--- config.mk ---
export PLATFORM = sky130hd
export DESIGN_NAME = keypad_setpoint_position_servo_unit_flat
export DESIGN_NICKNAME = d
export VERILOG_FILES = /design/src/rtl/kpss_pkg.sv /design/src/rtl/kpss_channels_if.sv /design/src/rtl/kpss_front.sv /design/src/rtl/kpss_back.sv /design/src/rtl/keypad_setpoint_position_servo_unit.sv /design/src/flat_wrapper.sv
export SDC_FILE = /design/constraint.sdc
export NUM_CORES = 2
export LEC_CHECK = 0
export ABC_AREA = 1
export BUFFER_PORTS_ARGS = -buffer_cell sky130_fd_sc_hd__buf_2
export CAP_MARGIN = 10
export CORE_ASPECT_RATIO = 1.5
export CORE_MARGIN = 1.5
export CORE_UTILIZATION = 61
export CTS_CLUSTER_DIAMETER = 120
export CTS_CLUSTER_SIZE = 24
export DETAILED_ROUTE_END_ITERATION = 12
export PLACE_DENSITY = 0.84
export SKIP_CTS_REPAIR_TIMING = 1
export SYNTH_ARGS = -nofsm -noshare
export SYNTH_HDL_FRONTEND = slang
export SYNTH_HIERARCHICAL = 1
export SYNTH_SLANG_ARGS = --single-unit
--- constraint.sdc ---
create_clock -name clk_i -period 11 [get_ports clk_i]
set_clock_uncertainty 0.05 [all_clocks]
set_input_delay 2.2 -clock clk_i [delete_from_list [all_inputs] [get_ports clk_i]]
set_output_delay 2.2 -clock clk_i [all_outputs]
set_load 0.05 [all_outputs]
--- src/rtl/kpss_pkg.sv ---
// Shared types and constants for the keypad setpoint position servo.
// Depends on nothing; every other file of the block imports it.
package kpss_pkg;

  localparam int unsigned OP_W        = 2;
  localparam int unsigned DIGIT_W     = 4;
  localparam int unsigned COUNT_W     = 8;
  localparam int unsigned DUTY_W      = 10;
  localparam int unsigned GAIN_W      = 12;
  localparam int unsigned DEADBAND_W  = 8;
  localparam int unsigned STATUS_W    = 2;
  localparam int unsigned CFG_INDEX_W = 2;
  localparam int unsigned CFG_DATA_W  = 12;

  // Largest duty the outputs can carry.
  localparam int unsigned DUTY_LIMIT = 1023;

  // Entry of three decimal digits; a digit may be up to 15, so the angle
  // reaches 1665 at most.
  localparam int unsigned DIGIT_SLOTS = 3;
  localparam int unsigned DCOUNT_W    = 2;
  localparam int unsigned ANGLE_W     = 11;

  localparam logic [COUNT_W-1:0] TARGET_RESET = COUNT_W'(80);

  // Datapath widths: gain times error, times the duty span, and the
  // quotient stage that divides by a constant through a reciprocal.
  localparam int unsigned FRAC_W      = 8;
  localparam int unsigned MAG_W       = 20;
  localparam int unsigned PROD_W      = 30;
  localparam int unsigned NUM_W       = PROD_W - FRAC_W;
  localparam int unsigned DIV_W       = 10;
  localparam int unsigned RECIP_SHIFT = 30;
  localparam int unsigned RECIP_W     = RECIP_SHIFT + 1;

  localparam int unsigned QUEUE_DEPTH = 2;

  typedef enum logic [OP_W-1:0] {
    OP_DIGIT   = 2'd0,
    OP_ENTER   = 2'd1,
    OP_ENCODER = 2'd2,
    OP_TICK    = 2'd3
  } op_e;

  typedef enum logic [3:0] {
    KIND_DIGIT   = 4'b0001,
    KIND_ENTER   = 4'b0010,
    KIND_ENCODER = 4'b0100,
    KIND_TICK    = 4'b1000
  } kind_e;

  typedef enum logic [CFG_INDEX_W-1:0] {
    CFG_GAIN     = 2'd0,
    CFG_DEADBAND = 2'd1,
    CFG_MIN_DUTY = 2'd2
  } cfg_index_e;

  typedef enum logic [STATUS_W-1:0] {
    ENTRY_NONE     = 2'd0,
    ENTRY_ACCEPTED = 2'd1,
    ENTRY_REJECTED = 2'd2
  } entry_status_e;

  typedef struct packed {
    kind_e               kind;
    logic [DIGIT_W-1:0]  digit;
    logic                cw;
  } queue_item_t;

  typedef struct packed {
    logic        valid;
    queue_item_t item;
  } queue_head_t;

  typedef struct packed {
    logic                   we;
    logic [CFG_INDEX_W-1:0] index;
    logic [CFG_DATA_W-1:0]  data;
  } cfg_write_t;

endpackage

--- src/rtl/kpss_channels_if.sv ---
// Valid/ready channel interfaces for the servo's event items and results.
// Depends on kpss_pkg for the field widths.
interface kpss_item_if import kpss_pkg::*; ();
  logic               valid;
  logic               ready;
  logic [OP_W-1:0]    op;
  logic [DIGIT_W-1:0] key_digit;
  logic               turn_clockwise;

  modport source (output valid, op, key_digit, turn_clockwise, input ready);
  modport sink   (input valid, op, key_digit, turn_clockwise, output ready);
endinterface

interface kpss_result_if import kpss_pkg::*; ();
  logic                valid;
  logic                ready;
  logic [DUTY_W-1:0]   duty_clockwise;
  logic [DUTY_W-1:0]   duty_counterclockwise;
  logic [COUNT_W-1:0]  position;
  logic [COUNT_W-1:0]  reference;
  logic [STATUS_W-1:0] entry_status;

  modport source (output valid, duty_clockwise, duty_counterclockwise, position, reference,
                  entry_status, input ready);
  modport sink   (input valid, duty_clockwise, duty_counterclockwise, position, reference,
                  entry_status, output ready);
endinterface

--- src/rtl/kpss_front.sv ---
// Front end: accepts event items, decodes the op into a one-hot kind and
// holds them in a short queue for the back end. Depends on kpss_pkg.
module kpss_front import kpss_pkg::*; (
  input  logic         clk_i,
  input  logic         rst_ni,
  kpss_item_if.sink    item_i,
  input  logic         pop_i,
  output queue_head_t  head_o
);

  localparam int unsigned PTR_W = $clog2(QUEUE_DEPTH);
  localparam int unsigned CNT_W = $clog2(QUEUE_DEPTH + 1);

  queue_item_t          slot_q [QUEUE_DEPTH];
  logic [PTR_W-1:0]     wr_ptr_q, wr_ptr_d;
  logic [PTR_W-1:0]     rd_ptr_q, rd_ptr_d;
  logic [CNT_W-1:0]     count_q, count_d;
  queue_item_t          incoming;
  logic                 push, pop;

  always_comb begin
    unique case (op_e'(item_i.op))
      OP_DIGIT:   incoming.kind = KIND_DIGIT;
      OP_ENTER:   incoming.kind = KIND_ENTER;
      OP_ENCODER: incoming.kind = KIND_ENCODER;
      OP_TICK:    incoming.kind = KIND_TICK;
    endcase
    incoming.digit = item_i.key_digit;
    incoming.cw    = item_i.turn_clockwise;
  end

  assign item_i.ready = (count_q != CNT_W'(QUEUE_DEPTH));
  assign push         = item_i.valid && item_i.ready;
  assign pop          = pop_i && (count_q != '0);

  assign head_o.valid = (count_q != '0);
  assign head_o.item  = slot_q[rd_ptr_q];

  always_comb begin
    wr_ptr_d = wr_ptr_q;
    rd_ptr_d = rd_ptr_q;
    count_d  = count_q;
    if (push) begin
      wr_ptr_d = (wr_ptr_q == PTR_W'(QUEUE_DEPTH - 1)) ? '0 : wr_ptr_q + 1'b1;
    end
    if (pop) begin
      rd_ptr_d = (rd_ptr_q == PTR_W'(QUEUE_DEPTH - 1)) ? '0 : rd_ptr_q + 1'b1;
    end
    if (push && !pop) begin
      count_d = count_q + 1'b1;
    end else if (pop && !push) begin
      count_d = count_q - 1'b1;
    end
  end

  always_ff @(posedge clk_i or negedge rst_ni) begin
    if (!rst_ni) begin
      wr_ptr_q <= '0;
      rd_ptr_q <= '0;
      count_q  <= '0;
    end else begin
      wr_ptr_q <= wr_ptr_d;
      rd_ptr_q <= rd_ptr_d;
      count_q  <= count_d;
    end
  end

  always_ff @(posedge clk_i) begin
    if (push) begin
      slot_q[wr_ptr_q] <= incoming;
    end
  end

endmodule

--- src/rtl/kpss_back.sv ---
// Back end: holds the servo state and configuration, carries out one queued
// item at a time and presents the result in an output register. Depends on kpss_pkg.
module kpss_back import kpss_pkg::*; #(
  parameter int unsigned POSITION_COUNTS = 160,
  parameter int unsigned ANGLE_MAX       = 360,
  parameter int unsigned PWM_MAX         = 1023
) (
  input  logic          clk_i,
  input  logic          rst_ni,
  input  cfg_write_t    cfg_i,
  input  queue_head_t   head_i,
  output logic          pop_o,
  kpss_result_if.source result_o
);

  localparam int unsigned CAP = (PWM_MAX > DUTY_LIMIT) ? DUTY_LIMIT : PWM_MAX;
  localparam logic [DUTY_W-1:0]  CAP_V = DUTY_W'(CAP);
  localparam logic [COUNT_W-1:0] PC_V  = COUNT_W'(POSITION_COUNTS);
  localparam logic [ANGLE_W-1:0] AM_V  = ANGLE_W'(ANGLE_MAX);
  localparam logic [DIV_W-1:0]   DIV_POS   = DIV_W'(POSITION_COUNTS);
  localparam logic [DIV_W-1:0]   DIV_ANGLE = DIV_W'(ANGLE_MAX);
  localparam logic [RECIP_W-1:0] RECIP_POS   = RECIP_W'((64'd1 << RECIP_SHIFT) / POSITION_COUNTS);
  localparam logic [RECIP_W-1:0] RECIP_ANGLE = RECIP_W'((64'd1 << RECIP_SHIFT) / ANGLE_MAX);
  localparam int unsigned FULL_W = NUM_W + RECIP_W;

  typedef enum logic [5:0] {
    ST_IDLE  = 6'b000001,
    ST_EXEC  = 6'b000010,
    ST_SCALE = 6'b000100,
    ST_RECIP = 6'b001000,
    ST_FIX   = 6'b010000,
    ST_DONE  = 6'b100000
  } state_e;

  state_e                 state_q, state_d;
  queue_item_t            item_q, item_d;

  logic [GAIN_W-1:0]      gain_q;
  logic [DEADBAND_W-1:0]  deadband_q;
  logic [DUTY_W-1:0]      min_duty_q;

  logic [DCOUNT_W-1:0]    digit_count_q, digit_count_d;
  logic [DIGIT_W-1:0]     digits_q [DIGIT_SLOTS];
  logic                   digit_we;
  logic [COUNT_W-1:0]     target_q, target_d;
  logic [COUNT_W-1:0]     encoder_q, encoder_d;
  logic [DUTY_W-1:0]      duty_cw_q, duty_cw_d;
  logic [DUTY_W-1:0]      duty_ccw_q, duty_ccw_d;
  entry_status_e          status_q, status_d;

  logic [ANGLE_W-1:0]     angle_q, angle_d;
  logic [MAG_W-1:0]       mag_q, mag_d;
  logic                   neg_q, neg_d;
  logic [PROD_W-1:0]      prod_q, prod_d;
  logic [NUM_W-1:0]       num_q, num_d;
  logic [NUM_W-1:0]       quot_q, quot_d;

  logic                   out_valid_q, out_valid_d;
  logic [DUTY_W-1:0]      out_cw_q, out_ccw_q;
  logic [COUNT_W-1:0]     out_pos_q, out_ref_q;
  entry_status_e          out_status_q;

  logic                   out_free, load_out, is_tick;
  logic                   err_neg;
  logic [COUNT_W-1:0]     err;
  logic [ANGLE_W-1:0]     angle;
  logic [DUTY_W-1:0]      span;
  logic [NUM_W-1:0]       num;
  logic [RECIP_W-1:0]     recip;
  logic [FULL_W-1:0]      full;
  logic [DIV_W-1:0]       divisor;
  logic [NUM_W-1:0]       back_prod, rem, quot_fix;
  logic [NUM_W:0]         duty_sum;
  logic [DUTY_W-1:0]      duty;

  // Datapath terms for the enter and tick paths.
  assign is_tick  = (item_q.kind == KIND_TICK);
  assign err_neg  = target_q < encoder_q;
  assign err      = err_neg ? encoder_q - target_q : target_q - encoder_q;
  assign angle    = ANGLE_W'(digits_q[0]) * ANGLE_W'(100)
                  + ANGLE_W'(digits_q[1]) * ANGLE_W'(10)
                  + ANGLE_W'(digits_q[2]);
  assign span     = (min_duty_q >= CAP_V) ? '0 : CAP_V - min_duty_q;

  // Constant division as a reciprocal multiply that may fall short by one,
  // put right in the following cycle.
  assign num      = is_tick ? prod_q[PROD_W-1:FRAC_W] : NUM_W'(prod_q);
  assign recip    = is_tick ? RECIP_POS : RECIP_ANGLE;
  assign full     = FULL_W'(num) * FULL_W'(recip);
  assign divisor  = is_tick ? DIV_POS : DIV_ANGLE;
  assign back_prod = NUM_W'(quot_q) * NUM_W'(divisor);
  assign rem      = num_q - back_prod;
  assign quot_fix = (rem >= NUM_W'(divisor)) ? quot_q + 1'b1 : quot_q;
  assign duty_sum = (NUM_W + 1)'(min_duty_q) + (NUM_W + 1)'(quot_fix);
  assign duty     = ((min_duty_q >= CAP_V) || (duty_sum > (NUM_W + 1)'(CAP)))
                  ? CAP_V : duty_sum[DUTY_W-1:0];

  assign out_free = !out_valid_q || result_o.ready;
  assign load_out = (state_q == ST_DONE) && out_free;
  assign pop_o    = head_i.valid && ((state_q == ST_IDLE) || load_out);

  always_comb begin
    state_d       = state_q;
    item_d        = item_q;
    digit_count_d = digit_count_q;
    digit_we      = 1'b0;
    target_d      = target_q;
    encoder_d     = encoder_q;
    duty_cw_d     = duty_cw_q;
    duty_ccw_d    = duty_ccw_q;
    status_d      = status_q;
    angle_d       = angle_q;
    mag_d         = mag_q;
    neg_d         = neg_q;
    prod_d        = prod_q;
    num_d         = num_q;
    quot_d        = quot_q;

    unique case (state_q)
      ST_IDLE: begin
        if (head_i.valid) begin
          state_d = ST_EXEC;
        end
      end
      ST_EXEC: begin
        state_d = ST_DONE;
        unique case (item_q.kind)
          KIND_DIGIT: begin
            if (digit_count_q < DCOUNT_W'(DIGIT_SLOTS)) begin
              digit_we      = 1'b1;
              digit_count_d = digit_count_q + 1'b1;
            end
          end
          KIND_ENTER: begin
            // An enter before all three digits are held does nothing.
            if (digit_count_q >= DCOUNT_W'(DIGIT_SLOTS)) begin
              angle_d = angle;
              state_d = ST_SCALE;
            end
          end
          KIND_ENCODER: begin
            if (item_q.cw) begin
              encoder_d = (encoder_q >= PC_V) ? '0 : encoder_q + 1'b1;
            end else begin
              encoder_d = (encoder_q == '0) ? PC_V : encoder_q - 1'b1;
            end
          end
          KIND_TICK: begin
            neg_d   = err_neg;
            mag_d   = MAG_W'(gain_q) * MAG_W'(err);
            state_d = ST_SCALE;
          end
          default: begin
          end
        endcase
      end
      ST_SCALE: begin
        if (is_tick) begin
          if (mag_q <= MAG_W'({deadband_q, FRAC_W'(0)})) begin
            duty_cw_d  = '0;
            duty_ccw_d = '0;
            state_d    = ST_DONE;
          end else begin
            prod_d  = PROD_W'(mag_q) * PROD_W'(span);
            state_d = ST_RECIP;
          end
        end else begin
          digit_count_d = '0;
          if (angle_q > AM_V) begin
            status_d = ENTRY_REJECTED;
            state_d  = ST_DONE;
          end else begin
            prod_d  = PROD_W'(angle_q) * PROD_W'(PC_V);
            state_d = ST_RECIP;
          end
        end
      end
      ST_RECIP: begin
        num_d   = num;
        quot_d  = full[RECIP_SHIFT +: NUM_W];
        state_d = ST_FIX;
      end
      ST_FIX: begin
        state_d = ST_DONE;
        if (is_tick) begin
          duty_cw_d  = neg_q ? '0 : duty;
          duty_ccw_d = neg_q ? duty : '0;
        end else begin
          target_d = quot_fix[COUNT_W-1:0];
          status_d = ENTRY_ACCEPTED;
        end
      end
      ST_DONE: begin
        if (load_out) begin
          state_d = head_i.valid ? ST_EXEC : ST_IDLE;
        end
      end
      default: state_d = ST_IDLE;
    endcase

    // Every new item starts with no entry status.
    if (pop_o) begin
      item_d   = head_i.item;
      status_d = ENTRY_NONE;
    end
  end

  always_comb begin
    out_valid_d = out_valid_q;
    if (load_out) begin
      out_valid_d = 1'b1;
    end else if (result_o.ready) begin
      out_valid_d = 1'b0;
    end
  end

  always_ff @(posedge clk_i or negedge rst_ni) begin
    if (!rst_ni) begin
      state_q       <= ST_IDLE;
      gain_q        <= GAIN_W'(256);
      deadband_q    <= '0;
      min_duty_q    <= DUTY_W'(25);
      digit_count_q <= '0;
      target_q      <= TARGET_RESET;
      encoder_q     <= '0;
      duty_cw_q     <= '0;
      duty_ccw_q    <= '0;
      status_q      <= ENTRY_NONE;
      out_valid_q   <= 1'b0;
    end else begin
      state_q       <= state_d;
      digit_count_q <= digit_count_d;
      target_q      <= target_d;
      encoder_q     <= encoder_d;
      duty_cw_q     <= duty_cw_d;
      duty_ccw_q    <= duty_ccw_d;
      status_q      <= status_d;
      out_valid_q   <= out_valid_d;
      if (cfg_i.we) begin
        unique case (cfg_index_e'(cfg_i.index))
          CFG_GAIN:     gain_q     <= cfg_i.data[GAIN_W-1:0];
          CFG_DEADBAND: deadband_q <= cfg_i.data[DEADBAND_W-1:0];
          CFG_MIN_DUTY: min_duty_q <= cfg_i.data[DUTY_W-1:0];
          default: begin
          end
        endcase
      end
    end
  end

  always_ff @(posedge clk_i) begin
    item_q  <= item_d;
    angle_q <= angle_d;
    mag_q   <= mag_d;
    neg_q   <= neg_d;
    prod_q  <= prod_d;
    num_q   <= num_d;
    quot_q  <= quot_d;
    if (digit_we) begin
      digits_q[digit_count_q] <= item_q.digit;
    end
    if (load_out) begin
      out_cw_q     <= duty_cw_q;
      out_ccw_q    <= duty_ccw_q;
      out_pos_q    <= encoder_q;
      out_ref_q    <= target_q;
      out_status_q <= status_q;
    end
  end

  assign result_o.valid                 = out_valid_q;
  assign result_o.duty_clockwise        = out_cw_q;
  assign result_o.duty_counterclockwise = out_ccw_q;
  assign result_o.position              = out_pos_q;
  assign result_o.reference             = out_ref_q;
  assign result_o.entry_status          = out_status_q;

endmodule

--- src/rtl/keypad_setpoint_position_servo_unit.sv ---
// Keypad setpoint position servo. Each item runs through the back end's sequencer:
// execute, done for a digit key, encoder edge or early enter; execute, scale, done
// for a tick inside the deadband or a rejected angle; execute, scale, reciprocal, fix,
// done for a driven tick or an accepted angle, the multiply and reciprocal-divide path.
// One item at a time; the next once a result is loaded. Reset clears the queue and
// output register and restores the servo state and registers at once; no clearing pass.
module keypad_setpoint_position_servo_unit import kpss_pkg::*; #(
  parameter int unsigned POSITION_COUNTS = 160,
  parameter int unsigned ANGLE_MAX       = 360,
  parameter int unsigned PWM_MAX         = 1023
) (
  input  logic                   clk_i,
  input  logic                   rst_ni,
  input  logic                   cfg_we_i,
  input  logic [CFG_INDEX_W-1:0] cfg_index_i,
  input  logic [CFG_DATA_W-1:0]  cfg_wdata_i,
  kpss_item_if.sink              item_i,
  kpss_result_if.source          result_o
);

  cfg_write_t  cfg;
  queue_head_t head;
  logic        pop;

  assign cfg.we    = cfg_we_i;
  assign cfg.index = cfg_index_i;
  assign cfg.data  = cfg_wdata_i;

  kpss_front u_front (
    .clk_i  (clk_i),
    .rst_ni (rst_ni),
    .item_i (item_i),
    .pop_i  (pop),
    .head_o (head)
  );

  kpss_back #(
    .POSITION_COUNTS (POSITION_COUNTS),
    .ANGLE_MAX       (ANGLE_MAX),
    .PWM_MAX         (PWM_MAX)
  ) u_back (
    .clk_i    (clk_i),
    .rst_ni   (rst_ni),
    .cfg_i    (cfg),
    .head_i   (head),
    .pop_o    (pop),
    .result_o (result_o)
  );

endmodule
--- src/flat_wrapper.sv ---
// flat-port wrapper written by rule: the top's interface ports become plain ports
module keypad_setpoint_position_servo_unit_flat import kpss_pkg::*;
#(
  parameter int unsigned POSITION_COUNTS = 160,
  parameter int unsigned ANGLE_MAX       = 360,
  parameter int unsigned PWM_MAX         = 1023
)
  (clk_i, rst_ni, cfg_we_i, cfg_index_i, cfg_wdata_i, item_i_valid, item_i_op, item_i_key_digit, item_i_turn_clockwise, item_i_ready, result_o_valid, result_o_duty_clockwise, result_o_duty_counterclockwise, result_o_position, result_o_reference, result_o_entry_status, result_o_ready);
  kpss_item_if item_i_i ();
  kpss_result_if result_o_i ();
  input  logic clk_i;
  input  logic rst_ni;
  input  logic cfg_we_i;
  input  logic [CFG_INDEX_W-1:0] cfg_index_i;
  input  logic [CFG_DATA_W-1:0] cfg_wdata_i;
  input wire logic [$bits(item_i_i.valid)-1:0] item_i_valid;
  input wire logic [$bits(item_i_i.op)-1:0] item_i_op;
  input wire logic [$bits(item_i_i.key_digit)-1:0] item_i_key_digit;
  input wire logic [$bits(item_i_i.turn_clockwise)-1:0] item_i_turn_clockwise;
  output wire logic [$bits(item_i_i.ready)-1:0] item_i_ready;
  output wire logic [$bits(result_o_i.valid)-1:0] result_o_valid;
  output wire logic [$bits(result_o_i.duty_clockwise)-1:0] result_o_duty_clockwise;
  output wire logic [$bits(result_o_i.duty_counterclockwise)-1:0] result_o_duty_counterclockwise;
  output wire logic [$bits(result_o_i.position)-1:0] result_o_position;
  output wire logic [$bits(result_o_i.reference)-1:0] result_o_reference;
  output wire logic [$bits(result_o_i.entry_status)-1:0] result_o_entry_status;
  input wire logic [$bits(result_o_i.ready)-1:0] result_o_ready;
  assign item_i_i.valid = item_i_valid;
  assign item_i_i.op = item_i_op;
  assign item_i_i.key_digit = item_i_key_digit;
  assign item_i_i.turn_clockwise = item_i_turn_clockwise;
  assign item_i_ready = item_i_i.ready;
  assign result_o_valid = result_o_i.valid;
  assign result_o_duty_clockwise = result_o_i.duty_clockwise;
  assign result_o_duty_counterclockwise = result_o_i.duty_counterclockwise;
  assign result_o_position = result_o_i.position;
  assign result_o_reference = result_o_i.reference;
  assign result_o_entry_status = result_o_i.entry_status;
  assign result_o_i.ready = result_o_ready;
  keypad_setpoint_position_servo_unit #(.POSITION_COUNTS(POSITION_COUNTS), .ANGLE_MAX(ANGLE_MAX), .PWM_MAX(PWM_MAX)) u_core (.clk_i(clk_i), .rst_ni(rst_ni), .cfg_we_i(cfg_we_i), .cfg_index_i(cfg_index_i), .cfg_wdata_i(cfg_wdata_i), .item_i(item_i_i), .result_o(result_o_i));
endmodule
# ---- After elaboration in Yosys (flattened, before gate mapping)
# Memory sizes are Yosys's and may differ from the RTL's. A register that Yosys moved wholly into a read port is not among the register bits.
# Index checks and enable logic that the tools add are counted.
dict set report classes {
  n_mul 7
  magnitude_cmp 9
  reduce_logical 33
  bitwise_logic 1
  mux 53
  addsub 15
  n_eq_ne 29
}
# cell count
set ops {}
lappend ops {{$mux 30} 3}
lappend ops {{$mux 10} 8}
lappend ops {{$mul 22x23->45} 1}
lappend ops {{$mux 22} 2}
lappend ops {{$pmux 10 s2} 2}
lappend ops {{$mux 6} 6}
lappend ops {{$pmux 6 s6} 1}
lappend ops {{$mux 8} 4}
lappend ops {{$mul 20x10->30} 1}
lappend ops {{$add 10x22->23} 1}
lappend ops {{$gt 23x10->1 const B} 1}
lappend ops {{$mux 23} 1}
lappend ops {{$add 22x1->22 const B} 1}
lappend ops {{$ge 22x9->1} 1}
lappend ops {{$mul 22x9->22} 1}
lappend ops {{$sub 22x22->22} 1}
lappend ops {{$le 20x16->1} 1}
lappend ops {{$mul 12x8->20} 1}
lappend ops {{$mux 2} 10}
lappend ops {{$ne 2x2->1 const B} 10}
lappend ops {{$pmux 4 s4} 1}
lappend ops {{$sub 8x8->8} 2}
lappend ops {{$mul 11x3->14 const B} 1}
lappend ops {{$reduce_and 2->1} 7}
lappend ops {{other kinds (44)} 79}
dict set report word_totals {
  ram_bits 30
  mem_count 2
  regBits 225
  elab_cells 174
}
# memory depth width read_ports rd_ports_with_merged_regs wr line
set memory_table {}
lappend memory_table {u_core.u_front.slot_q 2 9 1 1 1 kpss_front.sv:14} ;# queue_item_t slot_q [QUEUE_DEPTH];
lappend memory_table {u_core.u_back.digits_q 3 4 3 0 1 kpss_back.sv:43} ;# logic [DIGIT_W-1:0] digits_q [DIGIT_SLOTS];

# ---- Logic depth before layout (Yosys ltp)
dict set report logic_depth {
  word_depth 13
  depth_mapped 59
  ltp_nobuf 54
}

# ---- Cells and area by module
# Netlist, hierarchy kept.
# module cells_each area_each_um2 n_inst
set by_module_without_submodules {}
lappend by_module_without_submodules {kpss_back 3789 33344.5 1}
lappend by_module_without_submodules {kpss_front 82 924.6 1}

# ---- Worst setup path before layout
# OpenSTA, ideal clock, no wires.
dict set report synth_path {
  path_type {reg-to-reg}
  startpoint {reg, netlist name u_core/u_back/item_q[5]}
  endpoint {reg u_core.u_back.duty_cw_q[0]}
  n_path_buf 5
  stages_incl_launch_ff 49
  required_ns 10.833
  slack_ns 2.669
  period_less_slack_ns 8.331
  arrival_ns 8.164
  cell_sequence {edfxtp_1 nor2_2 nand2_2 inv_1 clkbuf_1 buf_1 buf_1 nand2_1 nand2_1 ha_1 fa_1 fa_1 inv_1 ha_1 fa_1 inv_1 ha_1 nand2_1 [13 not listed] o21ai_0 inv_1 ha_1 nand3_1 nand2_1 a21oi_1 o21bai_1 a31oi_1 o31ai_1 a21oi_1 nor2_1 nand3_1 nand2_1 nand2_2 nor2_4 nand3_2 nand2_1 nand2_1}
}
dict set report synth_between {
  elab_chain_len 13
}
# item line
set synth_rtl {}
lappend synth_rtl {{$eq 4x4->1 (*)} kpss_back.sv:77} ;# assign is_tick = (item_q.kind == KIND_TICK);
lappend synth_rtl {{$mux 9 (*)} kpss_back.sv:90} ;# assign divisor = is_tick ? DIV_POS : DIV_ANGLE;
lappend synth_rtl {{$mul 22x9->22} kpss_back.sv:91} ;# assign back_prod = NUM_W'(quot_q) * NUM_W'(divisor);
lappend synth_rtl {{$sub 22x22->22} kpss_back.sv:92} ;# assign rem = num_q - back_prod;
lappend synth_rtl {{$ge 22x9->1 (*)} kpss_back.sv:93} ;# assign quot_fix = (rem >= NUM_W'(divisor)) ? quot_q + 1'b1 : quot_q;
lappend synth_rtl {{$mux 22 (*)} kpss_back.sv:93}
lappend synth_rtl {{named net u_core.u_back.quot_fix[2]} kpss_back.sv:72} ;# logic [NUM_W-1:0] back_prod, rem, quot_fix;
lappend synth_rtl {{$add 10x22->23 (*)} kpss_back.sv:94} ;# assign duty_sum = (NUM_W + 1)'(min_duty_q) + (NUM_W + 1)'(quot_fix);
lappend synth_rtl {{$gt 23x10->1 (*)} kpss_back.sv:95} ;# assign duty = ((min_duty_q >= CAP_V) || (duty_sum > (NUM_W + 1)'(CAP)))
lappend synth_rtl {{$logic_or 1x1->1 (*)} kpss_back.sv:95}
lappend synth_rtl {{$mux 10 (*)} kpss_back.sv:96} ;# ? CAP_V : duty_sum[DUTY_W-1:0];
lappend synth_rtl {{$mux 10 (*)} kpss_back.sv:186} ;# duty_cw_d = neg_q ? '0 : duty;
lappend synth_rtl {{$mux 10 (*)} kpss_back.sv:185} ;# if (is_tick) begin
lappend synth_rtl {{$pmux 10 s2 (*)} kpss_back.sv:119} ;# unique case (state_q)
lappend synth_rtl {{end signal, assigned} kpss_back.sv:235} ;# duty_cw_q <= duty_cw_d;
lappend synth_rtl {{end, declared} kpss_back.sv:47} ;# logic [DUTY_W-1:0] duty_cw_q, duty_cw_d;
# Mark *: on every way through the listed nets, which the timed path passes. The rest lies on a longest branch. The select of a mux whose other input is x is not followed.
# A chain may end at the register's enable or synchronous reset.

# ---- Worst setup path in the final report
dict set report layout_path {
  startpoint {reg, netlist name u_core/u_back/item_q[5]}
  endpoint {reg u_core.u_back.duty_cw_q[9]}
}
dict set report layout_between {
  elab_chain_len 13
}
# item line
set layout_rtl {}
lappend layout_rtl {{$eq 4x4->1 (*)} kpss_back.sv:77}
lappend layout_rtl {{$mux 9 (*)} kpss_back.sv:90}
lappend layout_rtl {{$mul 22x9->22} kpss_back.sv:91}
lappend layout_rtl {{$sub 22x22->22} kpss_back.sv:92}
lappend layout_rtl {{$ge 22x9->1 (*)} kpss_back.sv:93}
lappend layout_rtl {{$mux 22 (*)} kpss_back.sv:93}
lappend layout_rtl {{named net u_core.u_back.quot_fix[2]} kpss_back.sv:72}
lappend layout_rtl {{$add 10x22->23 (*)} kpss_back.sv:94}
lappend layout_rtl {{$gt 23x10->1} kpss_back.sv:95}
lappend layout_rtl {{$logic_or 1x1->1} kpss_back.sv:95}
lappend layout_rtl {{$mux 10 (*)} kpss_back.sv:96}
lappend layout_rtl {{$mux 10 (*)} kpss_back.sv:186}
lappend layout_rtl {{$mux 10 (*)} kpss_back.sv:185}
lappend layout_rtl {{$pmux 10 s2 (*)} kpss_back.sv:119}
# Marks and branches as above.

==> impl_metrics.py <==
metrics = {
    "logic_synthesis": {
        "ys_ff_latch": 257,
        "synth_edf_count": 176,
        "synth_warnings": 6,
        "synth_cell_type_count": 59,
        "synthCells": 3871,
        "synth_top_area_cell": "fa_1",
        "synthSimpleGateAreaFrac_pct": 15.4,
        "ys_top_cells_by_count": "859 x inv_1, 659 x nand2_1, 462 x fa_1",
        "yosys-top-cells-area": "fa_1 27%, ha_1 17%, edfxtp_1 15%",
        "synth_top_family_by_area": "adder cells",
        "synthFlopType": "edfxtp_1",
        "synthArstFlopShare_pct": 31.5,
        "synth_top_area_share_pct": 27.0,
        "synth_area_sq_mm": 0.0343,
        "yosysMostFrequentCell": "inv_1",
        "synth_area_per_cell_sq_um": 8.85,
        "syn_nets": 4817,
        "synth.area.mux_share_pct": 0,
        "synth_fa_ha_area_share_pct": 43.7,
        "synth_xor_area_share_pct": 2.60,
        "ys_seq_area_share_pct": 21.4,
        "synth-compound-area-share_pct": 6.58,
    },
    "placement": {
        "gp_congestion": 1.01,
        "hpwl_um": 78700,
        "port_buffers": 65,
        "placed_cell_area_sq_mm": 0.0354,
    },
    "grt": {
        "grt_usage_pct": 32.7,
        "grt_pass1_vias": 28100,
        "antenna_found_initial": 1,
        "grt-ovfl-total": 0,
        "grt_start_max_net_pins": 79,
        "grt_pass1_wl_um": 143000,
    },
    "timing": {
        "fin_tns_setup_ns": 0,
        "final-hold-violation-count": 0,
        "final_max_slew_viol_count": 0,
        "fin_crit_sh_pct": 86.2,
        "setup_viol": 0,
        "slew_headroom_pct": 20.2,
        "worst_pin_slew_ns": 1.19,
        "rsz0062_at_grt": "no",
        "period_needed_ns": 9.49,
        "max_freq_mhz": 105,
    },
    "critical_path": {
        "crit_top_cell": "nand2_1",
        "required_ns": 11.37,
        "cp-startpoint": "u_core/u_back/item_q[5]",
        "endpoint": "u_core/u_back/duty_cw_q[9]",
        "cp.arrival_ns": 9.85,
        "ff2ff_setup_slack_ns": 1.51,
        "slowest_delay_ns": 0.58,
        "crit_fanout": 43,
        "critPathCaptureType": "flip-flop",
        "cp-start-kind": "flip-flop",
        "rr_endpoint": "u_core/u_back/duty_cw_q[9]",
        "r2r-start": "u_core/u_back/item_q[5]",
        "crit_type": "reg2reg",
        "crit_slowest_cell": "inv_2",
        "worstRegToRegCells": 46,
    },
    "clock_network": {
        "cts.path.max_buffers": 3,
        "cts_tree": "yes",
        "clk_latency_ns": 0.53,
        "cts_max_level": 1,
        "numClockSinks": 257,
        "path_clk_slew_ns": 0.10,
        "cts_root_buf": "clkbuf_16",
        "cts_made_buffers": 15,
    },
    "detailed_routing": {
        "wire_per_inst_um": 19.9,
        "remaining_drc_errors": 0,
        "drt_iter0_markers": 1536,
        "num_vias": 26300,
        "viasPerCell": 5.69,
        "finalWirelength_um": 91900,
        "first_pass_iters": 8,
        "ant_nets": 0,
    },
    "layout": {
        "area_growth_pct": 4.51,
        "insertedDiodeCount": 0,
        "nets": 4850,
        "fill_cells": 4550,
        "fin_area_sq_mm": 0.0358,
        "drive_above_1_share_pct": 5.01,
    },
    "die": {
        "design.die.area_sq_mm": 0.0576,
        "initial_core_util_pct": 61.7,
        "core_sq_mm": 0.0556,
        "rows": 106,
        "io_pins": 66,
        "chipHeight_um": 293,
        "dieWidth_um": 197,
    },
    "run_status": {
        "status": "complete, no violations",
    },
    "job": {
        "maxCapViolCount": 0,
    },
    "min_path": {
        "hold_class": "reg2reg",
        "worstHoldStart": "u_core/u_back/digits_q[2][0]",
    },
}
[worst min-delay path by stage]
stage / end / slack [ns] / cells past startpoint
global route: u_core/u_back/angle_q[0] / 0.39 / 0
floorplan: u_core/u_back/angle_q[0] / 0.35 / 0
finish: u_core/u_back/angle_q[0] / 0.37 / 0
CTS: u_core/u_back/angle_q[0] / 0.37 / 0
detailed placement: u_core/u_back/angle_q[0] / 0.36 / 0
global placement: u_core/u_back/angle_q[0] / 0.36 / 0
[worst max-delay path: cells and delay by family, from the launching register on]
| kind | cells | cell delay [ns] |
|---|---|---|
| AO/OA/AOI/OAI | 7 | 1.48 |
| adder cells (fa/ha/maj) | 6 | 2.54 |
| buffers and inverters | 7 | 1.15 |
| flip-flops | 1 | 0.44 |
| AND/OR/NAND/NOR | 26 | 3.64 |
[state kept, by name (all words and copies together) (netlist names), 9 cells and up]
signal and cells:
u_core/u_back/prod_q 30, u_core/u_back/result_o.duty_clockwise 10, u_core/u_back/digits_q 12, u_core/u_back/result_o.duty_counterclockwise 10
u_core/u_back/min_duty_q 10, u_core/u_back/duty_cw_q 10, u_core/u_front/slot_q 18, u_core/u_back/mag_q 20
u_core/u_back/gain_q 12, u_core/u_back/duty_ccw_q 10, u_core/u_back/quot_q 15, u_core/u_back/num_q 22
u_core/u_back/item_q 9, u_core/u_back/angle_q 11
[through the flow]
stage / hold WS, ns / instances / setup slack, ns / utilization, %
detailed placement: 0.357 / 4588 / 1.69 / 63.6
CTS: 0.369 / 4614 / 1.60 / 64.4
floorplan: 0.350 / 3871 / 2.67 / -
global placement: 0.359 / 4588 / 1.97 / 63.6
global route: 0.392 / 4615 / 0.569 / 64.4
finish: 0.368 / 4615 / 1.51 / 64.4
[placed cells by master (no fill, tap or decap), drive strengths merged, types with 7 or more instances in the layout]
cell type,n
clkinv,8
dfrtp,74
xnor2,32
o21ai,179
inv,873
nand3,100
nor4,15
ha,458
nand2,681
nand4,34
a21oi,169
buf,81
o21bai,12
dfstp,7
edfxtp,176
nor2,356
or2,10
clkbuf,23
nor3,25
fa,462
xor2,69
a31oi,7
[routing by layer]
metal,wire (um),global-route usage [%],part of all wire (%)
met1,29900,31.7,32
met5,13,0,0.014
met3,4170,3.56,4.5
met2,49000,62.0,53
met4,8860,26.3,9.6
[kinds of logic after synthesis]
family,count (synthesis)
AND/OR/NAND/NOR,1235
XOR/XNOR,101
adder cells (fa/ha/maj),920
flip-flops,257
buffers and inverters,943
AO/OA/AOI/OAI,414
other,1
[layout make-up]
cell class	instances	area (sq um)	area share, %
tap	702	878	2.45
sequential	257	7320	20.4
clock buffer	23	405	1.13
clock inverter	3	45.0	0.126
inverter	878	3300	9.20
multi-input combinational	2671	23400	65.4
timing repair buffer	81	458	1.28
Power is left out: the tool's default activity adds up to more than one toggle a clock period on the data nets, which glitch-free logic cannot reach.
